[src/sv/smix_pkg.sv]
// ----------------------------------------------------------------------------
// smix_pkg: shared types, constants and helpers of the stereo mixer
// Widths, register indexes, the reciprocal for the divide by one hundred and
// the word layout that passes from the front part to the back part.
// ----------------------------------------------------------------------------
package smix_pkg;

  localparam int SampleW    = 16;
  localparam int GainW      = 8;
  localparam int MagW       = 23;  // |sample| * gain never exceeds 8,355,840
  localparam int QuotW      = 17;  // magnitude / 100 never exceeds 83,558
  localparam int MixW       = 19;  // sum of two signed quotients
  localparam int CfgIdxW    = 2;
  localparam int CfgDataW   = 8;
  localparam int QueueDepth = 4;
  localparam int QueuePtrW  = 2;

  // floor(m / 100) == (m * RecipK) >> RecipShift for every m below 2^23.
  localparam int RecipKW    = 24;
  localparam int RecipShift = 30;
  localparam logic [RecipKW-1:0] RecipK = 24'd10737419;

  localparam logic [CfgIdxW-1:0] CFG_PSG_GAIN = 2'd0;
  localparam logic [CfgIdxW-1:0] CFG_FM_GAIN  = 2'd1;
  localparam logic [CfgIdxW-1:0] CFG_LOWPASS  = 2'd2;

  localparam logic [GainW-1:0] GainReset = 8'd100;

  // A scaled source held as sign and magnitude so that the divide truncates
  // towards zero.
  typedef struct packed {
    logic            neg;
    logic [MagW-1:0] mag;
  } scaled_t;

  typedef struct packed {
    scaled_t psg;
    scaled_t fm_left;
    scaled_t fm_right;
  } front_word_t;

  function automatic scaled_t scale_raw(logic [SampleW-1:0] s, logic [GainW-1:0] g);
    logic [SampleW:0]         a;
    logic [SampleW+GainW:0]   p;
    scaled_t                  r;
    a = s[SampleW-1] ? ((SampleW+1)'(0) - {1'b1, s}) : {1'b0, s};
    p = {{GainW{1'b0}}, a} * {{(SampleW+1){1'b0}}, g};
    r.neg = s[SampleW-1];
    r.mag = p[MagW-1:0];
    return r;
  endfunction

endpackage

[src/sv/smix_if.sv]
// ----------------------------------------------------------------------------
// smix_if: stream channels of the stereo mixer
// Input channel carries one mono and one stereo sample; output channel
// carries the mixed stereo pair. Both use a valid/ready handshake.
// ----------------------------------------------------------------------------
interface smix_in_if import smix_pkg::*; ();
  logic               valid;
  logic               ready;
  logic [SampleW-1:0] psg_sample;
  logic [SampleW-1:0] fm_left_sample;
  logic [SampleW-1:0] fm_right_sample;

  modport source (output valid, output psg_sample, output fm_left_sample,
                  output fm_right_sample, input ready);
  modport sink   (input valid, input psg_sample, input fm_left_sample,
                  input fm_right_sample, output ready);
endinterface

interface smix_out_if import smix_pkg::*; ();
  logic               valid;
  logic               ready;
  logic [SampleW-1:0] left_out;
  logic [SampleW-1:0] right_out;

  modport source (output valid, output left_out, output right_out, input ready);
  modport sink   (input valid, input left_out, input right_out, output ready);
endinterface

[src/sv/smix_front.sv]
// ----------------------------------------------------------------------------
// smix_front: input stage of the stereo mixer
// Takes each input word, applies the two gains as sign and magnitude and
// holds the result until the queue has room.
// ----------------------------------------------------------------------------
module smix_front import smix_pkg::*; (
  input  logic             clk,
  input  logic             rst,
  input  logic [GainW-1:0] psg_gain,
  input  logic [GainW-1:0] fm_gain,
  smix_in_if.sink          in_ch,
  input  logic             queue_full,
  output logic             push,
  output front_word_t      push_word
);

  logic        word_valid;
  front_word_t word;

  assign in_ch.ready = !word_valid || !queue_full;
  assign push        = word_valid && !queue_full;
  assign push_word   = word;

  always_ff @(posedge clk) begin
    if (rst) begin
      word_valid <= 1'b0;
    end else if (in_ch.ready) begin
      word_valid <= in_ch.valid;
    end
  end

  always_ff @(posedge clk) begin
    if (in_ch.ready && in_ch.valid) begin
      word.psg      <= scale_raw(in_ch.psg_sample, psg_gain);
      word.fm_left  <= scale_raw(in_ch.fm_left_sample, fm_gain);
      word.fm_right <= scale_raw(in_ch.fm_right_sample, fm_gain);
    end
  end

endmodule

[src/sv/smix_queue.sv]
// ----------------------------------------------------------------------------
// smix_queue: short queue between the front and back parts
// A small circular buffer of scaled words with a fill count.
// ----------------------------------------------------------------------------
module smix_queue import smix_pkg::*; (
  input  logic        clk,
  input  logic        rst,
  input  logic        push,
  input  front_word_t push_word,
  output logic        full,
  input  logic        pop,
  output logic        head_valid,
  output front_word_t head_word
);

  front_word_t          entries [QueueDepth];
  logic [QueuePtrW-1:0] wr_ptr;
  logic [QueuePtrW-1:0] rd_ptr;
  logic [QueuePtrW:0]   count;

  assign full       = (count == (QueuePtrW+1)'(QueueDepth));
  assign head_valid = (count != '0);
  assign head_word  = entries[rd_ptr];

  always_ff @(posedge clk) begin
    if (rst) begin
      wr_ptr <= '0;
      rd_ptr <= '0;
      count  <= '0;
    end else begin
      if (push) begin
        wr_ptr <= wr_ptr + 1'b1;
      end
      if (pop) begin
        rd_ptr <= rd_ptr + 1'b1;
      end
      if (push && !pop) begin
        count <= count + 1'b1;
      end else if (pop && !push) begin
        count <= count - 1'b1;
      end
    end
  end

  always_ff @(posedge clk) begin
    if (push) begin
      entries[wr_ptr] <= push_word;
    end
  end

`ifndef SYNTHESIS
  a_no_push_full: assert property (@(posedge clk) disable iff (rst) !(push && full))
    else $error("queue written while full");
  a_no_pop_empty: assert property (@(posedge clk) disable iff (rst) !(pop && !head_valid))
    else $error("queue read while empty");
  a_count_bound: assert property (@(posedge clk) disable iff (rst)
                                  count <= (QueuePtrW+1)'(QueueDepth))
    else $error("queue fill count beyond depth");
`endif

endmodule

[src/sv/smix_back.sv]
// ----------------------------------------------------------------------------
// smix_back: arithmetic pipeline of the stereo mixer
// Divides the scaled sources by one hundred, mixes, applies the optional
// averaging low-pass and saturates into the output register.
// ----------------------------------------------------------------------------
module smix_back import smix_pkg::*; (
  input  logic        clk,
  input  logic        rst,
  input  logic        lowpass_enable,
  input  logic        head_valid,
  input  front_word_t head_word,
  output logic        pop,
  smix_out_if.source  out_ch
);

  logic             adv;
  logic             s1_valid;
  logic             s1_neg_psg, s1_neg_l, s1_neg_r;
  logic [QuotW-1:0] s1_q_psg, s1_q_l, s1_q_r;
  logic             s2_valid;
  logic [MixW-1:0]  s2_mix_l, s2_mix_r;
  logic             out_valid;
  logic [SampleW-1:0] out_l, out_r;
  logic [MixW-1:0]  prev_left, prev_right;
  logic [MixW:0]    sum_l, sum_r;
  logic [MixW-1:0]  avg_l, avg_r;
  logic [MixW-1:0]  res_l, res_r;

  function automatic logic [QuotW-1:0] div100(logic [MagW-1:0] m);
    logic [MagW+RecipKW-1:0] p;
    p = {{RecipKW{1'b0}}, m} * {{MagW{1'b0}}, RecipK};
    return p[RecipShift+QuotW-1:RecipShift];
  endfunction

  function automatic logic [MixW-1:0] apply_sign(logic neg, logic [QuotW-1:0] q);
    logic [MixW-1:0] e;
    e = {{(MixW-QuotW){1'b0}}, q};
    return neg ? (MixW'(0) - e) : e;
  endfunction

  function automatic logic [SampleW-1:0] clip16(logic [MixW-1:0] v);
    logic [SampleW-1:0] r;
    if (!v[MixW-1] && v[MixW-2:SampleW-1] != '0) begin
      r = {1'b0, {(SampleW-1){1'b1}}};
    end else if (v[MixW-1] && v[MixW-2:SampleW-1] != '1) begin
      r = {1'b1, {(SampleW-1){1'b0}}};
    end else begin
      r = v[SampleW-1:0];
    end
    return r;
  endfunction

  assign adv          = !out_valid || out_ch.ready;
  assign pop          = adv && head_valid;
  assign out_ch.valid = out_valid;
  assign out_ch.left_out  = out_l;
  assign out_ch.right_out = out_r;

  // Average with the previous value: floor((prev + mix) / 2).
  assign sum_l = {prev_left[MixW-1], prev_left} + {s2_mix_l[MixW-1], s2_mix_l};
  assign sum_r = {prev_right[MixW-1], prev_right} + {s2_mix_r[MixW-1], s2_mix_r};
  assign avg_l = sum_l[MixW:1];
  assign avg_r = sum_r[MixW:1];
  assign res_l = lowpass_enable ? avg_l : s2_mix_l;
  assign res_r = lowpass_enable ? avg_r : s2_mix_r;

  always_ff @(posedge clk) begin
    if (rst) begin
      s1_valid   <= 1'b0;
      s2_valid   <= 1'b0;
      out_valid  <= 1'b0;
      prev_left  <= '0;
      prev_right <= '0;
    end else if (adv) begin
      s1_valid  <= head_valid;
      s2_valid  <= s1_valid;
      out_valid <= s2_valid;
      if (s2_valid && lowpass_enable) begin
        prev_left  <= avg_l;
        prev_right <= avg_r;
      end
    end
  end

  always_ff @(posedge clk) begin
    if (adv) begin
      s1_neg_psg <= head_word.psg.neg;
      s1_neg_l   <= head_word.fm_left.neg;
      s1_neg_r   <= head_word.fm_right.neg;
      s1_q_psg   <= div100(head_word.psg.mag);
      s1_q_l     <= div100(head_word.fm_left.mag);
      s1_q_r     <= div100(head_word.fm_right.mag);
      s2_mix_l   <= apply_sign(s1_neg_psg, s1_q_psg) + apply_sign(s1_neg_l, s1_q_l);
      s2_mix_r   <= apply_sign(s1_neg_psg, s1_q_psg) + apply_sign(s1_neg_r, s1_q_r);
      out_l      <= clip16(res_l);
      out_r      <= clip16(res_r);
    end
  end

`ifndef SYNTHESIS
  a_prev_left_hold: assert property (@(posedge clk) disable iff (rst)
      !$stable(prev_left) |-> ($past(lowpass_enable) || $past(rst)))
    else $error("left filter state changed with the low-pass off");
  a_prev_right_hold: assert property (@(posedge clk) disable iff (rst)
      !$stable(prev_right) |-> ($past(lowpass_enable) || $past(rst)))
    else $error("right filter state changed with the low-pass off");
  a_out_from_s2: assert property (@(posedge clk) disable iff (rst)
      $rose(out_valid) |-> $past(s2_valid))
    else $error("output word appeared without a mixed word behind it");
`endif

endmodule

[src/sv/stereo_audio_mixer_lowpass_clip_top.sv]
// ----------------------------------------------------------------------------
// stereo_audio_mixer_lowpass_clip_top: stereo mixer with low-pass and clip
// Scales a mono sample and a stereo sample by percentage gains, mixes them,
// optionally averages each channel with its previous value and saturates the
// result to 16 bits.
// ----------------------------------------------------------------------------
//
//  Channel   Direction  Handshake       Word
//  in_ch     sink       valid/ready     psg_sample, fm_left_sample,
//                                       fm_right_sample (signed 16 bits)
//  out_ch    source     valid/ready     left_out, right_out (signed 16 bits)
//  cfg       write      cfg_we          cfg_index selects the register,
//                                       cfg_data carries its value
//
//  One word is taken and one stereo word is given every clock cycle when
//  neither side stalls. A word passes five registers in turn: the gain
//  multipliers, the queue, the reciprocal multipliers that divide by one
//  hundred, the mixing adders, and the filter and saturation stage. The
//  low-pass state is the only feedback path and is updated in that last
//  stage, once per word while the low-pass is on.
//  Reset is synchronous and active high; it clears all valid flags, the
//  queue and the filter state, and sets both gains to 100 with the
//  low-pass off. A stall on the output holds the arithmetic pipeline, and
//  the four-word queue lets the input side keep accepting until it fills.
//
module stereo_audio_mixer_lowpass_clip_top import smix_pkg::*; (
  input  logic                clk,
  input  logic                rst,
  input  logic                cfg_we,
  input  logic [CfgIdxW-1:0]  cfg_index,
  input  logic [CfgDataW-1:0] cfg_data,
  smix_in_if.sink             in_ch,
  smix_out_if.source          out_ch
);

  // Configuration registers. Writes must arrive only while the mixer is idle;
  // the block does not enforce this or synchronise them with words in flight.
  logic [GainW-1:0] psg_gain;
  logic [GainW-1:0] fm_gain;
  logic             lowpass_enable;

  logic        queue_full;
  logic        push;
  front_word_t push_word;
  logic        pop;
  logic        head_valid;
  front_word_t head_word;

  always_ff @(posedge clk) begin
    if (rst) begin
      psg_gain       <= GainReset;
      fm_gain        <= GainReset;
      lowpass_enable <= 1'b0;
    end else if (cfg_we) begin
      case (cfg_index)
        CFG_PSG_GAIN: psg_gain       <= cfg_data[GainW-1:0];
        CFG_FM_GAIN:  fm_gain        <= cfg_data[GainW-1:0];
        CFG_LOWPASS:  lowpass_enable <= cfg_data[0];
        default: begin
          // Writes to an unknown index are dropped.
        end
      endcase
    end
  end

  // Front part: accepts the word and applies both gains as sign and
  // magnitude, so that the later divide truncates towards zero.
  smix_front u_front (
    .clk        (clk),
    .rst        (rst),
    .psg_gain   (psg_gain),
    .fm_gain    (fm_gain),
    .in_ch      (in_ch),
    .queue_full (queue_full),
    .push       (push),
    .push_word  (push_word)
  );

  // The queue decouples the two halves so that each stalls on its own.
  smix_queue u_queue (
    .clk        (clk),
    .rst        (rst),
    .push       (push),
    .push_word  (push_word),
    .full       (queue_full),
    .pop        (pop),
    .head_valid (head_valid),
    .head_word  (head_word)
  );

  // Back part: divide, mix, filter and saturate into the output register.
  smix_back u_back (
    .clk            (clk),
    .rst            (rst),
    .lowpass_enable (lowpass_enable),
    .head_valid     (head_valid),
    .head_word      (head_word),
    .pop            (pop),
    .out_ch         (out_ch)
  );

endmodule
[src/flat_wrapper.sv]
// flat-port wrapper written by rule: the top's interface ports become plain ports
module stereo_audio_mixer_lowpass_clip_top_flat import smix_pkg::*;
  (clk, rst, cfg_we, cfg_index, cfg_data, in_ch_valid, in_ch_psg_sample, in_ch_fm_left_sample, in_ch_fm_right_sample, in_ch_ready, out_ch_valid, out_ch_left_out, out_ch_right_out, out_ch_ready);
  smix_in_if in_ch_i ();
  smix_out_if out_ch_i ();
  input  logic clk;
  input  logic rst;
  input  logic cfg_we;
  input  logic [CfgIdxW-1:0] cfg_index;
  input  logic [CfgDataW-1:0] cfg_data;
  input wire logic [$bits(in_ch_i.valid)-1:0] in_ch_valid;
  input wire logic [$bits(in_ch_i.psg_sample)-1:0] in_ch_psg_sample;
  input wire logic [$bits(in_ch_i.fm_left_sample)-1:0] in_ch_fm_left_sample;
  input wire logic [$bits(in_ch_i.fm_right_sample)-1:0] in_ch_fm_right_sample;
  output wire logic [$bits(in_ch_i.ready)-1:0] in_ch_ready;
  output wire logic [$bits(out_ch_i.valid)-1:0] out_ch_valid;
  output wire logic [$bits(out_ch_i.left_out)-1:0] out_ch_left_out;
  output wire logic [$bits(out_ch_i.right_out)-1:0] out_ch_right_out;
  input wire logic [$bits(out_ch_i.ready)-1:0] out_ch_ready;
  assign in_ch_i.valid = in_ch_valid;
  assign in_ch_i.psg_sample = in_ch_psg_sample;
  assign in_ch_i.fm_left_sample = in_ch_fm_left_sample;
  assign in_ch_i.fm_right_sample = in_ch_fm_right_sample;
  assign in_ch_ready = in_ch_i.ready;
  assign out_ch_valid = out_ch_i.valid;
  assign out_ch_left_out = out_ch_i.left_out;
  assign out_ch_right_out = out_ch_i.right_out;
  assign out_ch_i.ready = out_ch_ready;
  stereo_audio_mixer_lowpass_clip_top u_core (.clk(clk), .rst(rst), .cfg_we(cfg_we), .cfg_index(cfg_index), .cfg_data(cfg_data), .in_ch(in_ch_i), .out_ch(out_ch_i));
endmodule
[config.mk]
export PLATFORM = sky130hd
export DESIGN_NAME = stereo_audio_mixer_lowpass_clip_top_flat
export DESIGN_NICKNAME = d
export VERILOG_FILES = /design/src/sv/smix_pkg.sv /design/src/sv/smix_if.sv /design/src/sv/smix_front.sv /design/src/sv/smix_queue.sv /design/src/sv/smix_back.sv /design/src/sv/stereo_audio_mixer_lowpass_clip_top.sv /design/src/flat_wrapper.sv
export SDC_FILE = /design/constraint.sdc
export NUM_CORES = 2
export LEC_CHECK = 0
export BUFFER_PORTS_ARGS = -buffer_cell sky130_fd_sc_hd__clkbuf_2
export CAP_MARGIN = 15
export CORE_MARGIN = 1.5
export CORE_UTILIZATION = 40
export DETAILED_ROUTE_END_ITERATION = 16
export MAX_ROUTING_LAYER = met4
export PLACE_DENSITY_LB_ADDON = 0.1
export SLEW_MARGIN = 10
export SYNTH_ARGS = -nofsm -noshare
export SYNTH_HDL_FRONTEND = slang
export SYNTH_SLANG_ARGS = --single-unit
[constraint.sdc]
create_clock -name clk -period 13.05 [get_ports clk]
set_input_delay 0 -clock clk [delete_from_list [all_inputs] [get_ports clk]]
set_output_delay 0 -clock clk [all_outputs]
set_load 0.01 [all_outputs]
Yosys cells after proc, flatten, opt, wreduce, memory -nomap -nowiden
Memory sizes are Yosys's and may differ from the RTL's. A register that Yosys moved wholly into a read port is not among the register bits.
Index checks and enable logic that the tools add are counted.
Word-level totals
  flip-flop bits (word level): 262
  RAM bits: 288
  input bits: 63
  logic and storage cells: 98
  memories kept: 1
Cells by class
  $add $sub $neg: 14
  multipliers: 6
  eq/ne operators: 5
  muxes and demuxes: 16
  reduce and logical (&&, ||, !) cells: 28
Memories
  u_core.u_queue.entries: depth 4, bits a word 72, rd ports 1, clocked after Yosys merged registers in 1, write ports 1, RTL line smix_queue.sv:16  | front_word_t entries [QueueDepth];
Operators with widths (count)
  23-bit by 24-bit multiplier with 47-bit output, second input constant: 3
  19-bit 2-to-1 mux: 5
  17-bit by 8-bit multiplier with 23-bit output: 3
  1-bit by 17-bit subtractor with 18-bit output, first input constant: 3
  17-bit 2-to-1 mux: 3
  1-bit by 17-bit subtractor with 17-bit output, first input constant: 3
  19-bit by 19-bit adder with 20-bit output: 2
  19-bit adder: 2
  16-bit 2-to-1 mux: 2
  1-bit logical AND: 10
  3-bit nonzero test: 3
  2-bit AND reduction: 4
  1-bit logical NOT: 7
  3-bit 2-to-1 mux: 2
  3-bit inequality test, second input constant: 2
  2-bit by 1-bit adder with 2-bit output, second input constant: 2
  2-bit 2-to-1 mux: 2
  3-bit by 1-bit adder with 3-bit output, second input constant: 1
  3-bit == test, second input constant: 1
  3-bit by 1-bit subtractor with 3-bit output, second input constant: 1
  2-bit by 1-bit == test with 1-bit output, second input constant: 1
  2-bit == test, second input constant: 1
  2-bit logical NOT: 1
  1-bit logical OR: 2
  2 further kinds: 3

Logic depth before layout (Yosys ltp)
  word-level depth: 7
  mapped depth: 29
  mapped depth without buffers: 27

Cells and area by module
Synthesis repeated with hierarchy kept, for this count alone.
Unflattened totals
  cell total of the unflattened synthesis: 5770
  area, all modules: 64210.3 um^2
Modules (own cells, without submodules)
  smix_back: instances 1, cells each 3684, area an instance 37210.7 um^2
  smix_front: instances 1, cells each 1598, area an instance 15387.3 um^2
  smix_queue: instances 1, cells each 420, area an instance 10898.0 um^2
  stereo_audio_mixer_lowpass_clip_top: instances 1, cells each 68, area an instance 714.4 um^2

Worst setup path after synthesis
OpenSTA, ideal clock, no wires.
  path type: register -> register
  start: register (tool-made name)
  end: register u_core.u_back.s1_q_psg[12] (data pin)
  setup time: 0.258 ns
  data arrival time: 8.012 ns
  required time: 12.792 ns
  path slack: 4.780 ns
  stages on the path, launching flop included: 27
  buffers on the path: 3
  path through: dfxtp_1 -> buf_6 -> buf_1 -> buf_1 -> mux4_2 -> fa_1 -> fa_1 -> inv_1 -> fa_1 -> inv_1 -> fa_1 -> fa_1 -> fa_1 -> inv_1 -> fa_1 -> inv_1 -> ha_1 -> and4_1 -> nand3_1 -> or4_1 -> a21oi_1 -> o221ai_2 -> a211oi_1 -> nor2_1 -> o21ai_0 -> a21oi_1 -> xnor2_1
RTL lines
  end signal: assignment: RTL line smix_back.sv:90  | s1_q_psg <= div100(head_word.psg.mag);
  end: declaration: RTL line smix_back.sv:19  | logic [QuotW-1:0] s1_q_psg, s1_q_l, s1_q_r;

==> key figures <==
Run status
  – Status: complete, no violations

Synth
  – Count leader, synth: inv_1
  – Synth top area share: 27.4%
  – Top post-synthesis cells by count: inv_1 (1244), ha_1 (923), fa_1 (856)
  – Synth Cell Area: 62500 µm²
  – Gate Count Post-Synth: 5596
  – Ys flop type: edfxtp_1
  – Ys async rst share: 0%
  – Post-synth EDFFs: 484
  – Ranking of synthesized cells by area: fa_1 (27%), edfxtp_1 (23%), ha_1 (18%)
  – Number of synthesized register bits: 552
  – Library cells used by synthesis: 79
  – Largest area contributor in the netlist: fa_1
  – Synth warn: 0
  – Sequential-to-total area share from yosys stat: 25.4%
  – Mean Syn Cell Area: 11.2 µm²

Placed design
  – Post-placement cell count: 7686
  – Dpl hpwl: 123 mm
  – PortBufs: 96
  – Placed Area: 65400 µm²
  – Placer congestion estimate: 0.900

Floorplanning
  – Die Ht: 398 µm
  – Die footprint: 159000 µm²
  – Starting Density: 40.4%
  – Die X: 398 µm
  – I/O Pins: 97
  – Core Rows: 144
  – Core Area: 155000 µm²

STA
  – Min Tclk post-route: 9.19 ns
  – Slew Viols, Final: 0
  – Pin slew with the least headroom to its limit: 1.03 ns
  – # setup viols final: 0
  – Crit share post-route: 70.4%
  – Clock skew: 0.0386 ns
  – Final Hold Viols: 0
  – RSZ-0062 raised after global routing: no
  – Setup_tns: 0 ns
  – F_max: 109 MHz
  – Rel. slew slack: 31.1%

Setup path
  – CP endpoint kind: flip-flop
  – Crit start category: flip-flop
  – Critical Path Fanout Max: 32
  – WP data required: 13.47 ns
  – Arr. time, crit path: 9.61 ns
  – Kind of critical path: flip-flop to flip-flop

CTS
  – Clock buffer count from CTS: 67
  – Clock transition at path regs: 0.06 ns
  – CTS tree: built
  – Setup Fix Bufs, Post-CTS: 0
  – Post-cts resize count: 0
  – Clock root cell: clkbuf_16
  – Worst-Skew Late Latency: 0.67 ns
  – Htree depth: 3
  – Clock Sinks: 552
  – Clk buf depth: 3

Route
  – Detailed Route Iter0 Violations: 1829
  – Detailed Route WL: 148 mm
  – DRC violations left: 0
  – Vias post-DR: 38364
  – Antenna-violating nets left: 0
  – Vias/cell: 4.90
  – Drt first pass iters: 5
  – Average wire per standard cell: 18.9 µm

Job
  – Max Cap Viol: 0

Final layout
  – Nets: 7581
  – Fraction of layout cells with a size suffix above 1: 6.04%
  – Non-filler cells, final: 7836
  – Syn-to-layout area delta: 8.84%
  – ANT cells: 0
  – Design area: 68000 µm²

Worst hold path
  – Tightest Hold Check Type: input pin to flip-flop

GRT
  – Initial antenna violation count: 3
  – Gr usage total: 20.0%
  – Global route overflow: 0
  – Largest net degree at the start of global routing: 74
  – First-pass GRT wire length: 239 mm
  – Vias in the first global route: 41492
[state kept, by name, summed over array words and instances, names as in the netlist, 2 cells and up, named ones only]
name                            count
u_core.u_back.s1_q_l               17
u_core.u_back.out_ch.right_out     16
u_core.u_back.s2_mix_l             19
u_core.u_queue.rd_ptr               2
u_core.u_back.s2_mix_r             19
u_core.u_back.prev_right           19
u_core.u_front.push_word           72
u_core.fm_gain                      8
u_core.u_queue.entries            288
u_core.u_queue.wr_ptr               2
u_core.u_back.prev_left            19
u_core.u_queue.count                3
u_core.u_back.s1_q_psg             17
u_core.psg_gain                     8
u_core.u_back.s1_q_r               17
u_core.u_back.out_ch.left_out      16
[cell families (layout without fill, tap and decap cells)]
family	after synthesis	in the layout	synth area share, %
xor gates and xnor gates	259	259	3.63
DFF	552	552	25.4
muxes	118	118	3.36
buffers and inverters	1334	1514	8.03
adders and majority gates	1779	1779	45.9
other	2	18	0.0120
and+or+nand+nor	990	990	7.81
AOI/OAI and AO/OA	562	562	5.79
[worst max-delay path: stages (launching register included)]
cell	delay [ns]
dfxtp_4	0.68
buf_4	0.49
buf_4	0.62
mux4_2	0.72
fa_1	0.57
inv_1	0.09
fa_1	0.51
inv_1	0.05
fa_1	0.46
fa_1	0.51
inv_1	0.05
fa_1	0.48
fa_1	0.49
inv_1	0.05
fa_1	0.48
inv_1	0.04
ha_1	0.28
nand4_1	0.12
nor3_1	0.26
o211ai_1	0.13
o311a_1	0.36
nand3_1	0.11
nand4_1	0.18
nor4_1	0.64
or3_1	0.24
a31oi_1	0.10
xnor2_1	0.13
[final cells by class]
class                   instances  area [µm²]
well taps                    2044        2560
inverters                    1244        4670
clock inverters                46         522
clock buffers                  76        1740
repair buffers                148         938
fillers                     14753       86600
multi-input cells            3726       41600
flip-flops and latches        552       15900
[timing repair]
| action | 4_1_cts | 5_1_grt |
|---|---|---|
| hold buffers | 27 | 0 |
| endpoints found under the hold margin | 38 | 0 |
| setup endpoints to repair | 0 | 0 |
[metal layers]
layer	track usage (%)	share of wire [%]
met1	27.7	49
met2	32.3	47
met3	2.00	2.6
met4	3.63	1.6
met5	-	0
[path summary, 6_finish.rpt]
kind | from | end | slack [ns] | depth (start not counted)
max | flip-flop | u_core.u_back.s1_q_r[16]$_DFFE_PP_ | 3.86 | 26
max reg2reg | flip-flop | u_core.u_back.s1_q_r[16]$_DFFE_PP_ | 3.86 | 26
min reg2reg | u_core.u_back.prev_left[2]$_SDFFE_PP0P_ | u_core.u_back.prev_left[2]$_SDFFE_PP0P_ | 0.46 | 2
min | rst | u_core.u_back.prev_left[4]$_SDFFE_PP0P_ | 0.1 | 3
[placed cells by master (no fill, tap or decap), types with 14 or more instances in the layout]
cell,n
a211oi_1,21
a21o_1,66
a21oi_1,161
and2_1,157
buf_4,24
clkbuf_16,68
clkbuf_2,95
conb_1,18
dfxtp_1,64
dlygate4sd3_1,27
edfxtp_1,484
fa_1,856
ha_1,923
inv_1,1244
mux2i_1,43
mux4_2,73
nand2_1,380
nand2b_1,41
nand3_1,35
nand4_1,16
nor2_1,155
nor2b_1,57
nor3_1,35
o21a_1,14
o21ai_0,138
o31ai_1,30
or2_2,22
or3_1,29
xnor2_1,207
xor2_1,52
[through the flow]
| step | util, % | hold slack [ns] | setup WS [ns] |
|---|---|---|---|
| final | 44.0 | 0.0963 | 3.86 |
| after global routing | 44.0 | 0.117 | 3.18 |
| after CTS | 44.0 | 0.0536 | 3.73 |
| after detailed placement | 42.3 | 0.244 | 3.70 |
| after global placement | 42.3 | 0.237 | 3.78 |
| after floorplan | - | 0.0989 | 4.78 |
Power is left out: the tool's default activity adds up to more than one toggle a clock period on the data nets, which glitch-free logic cannot reach.
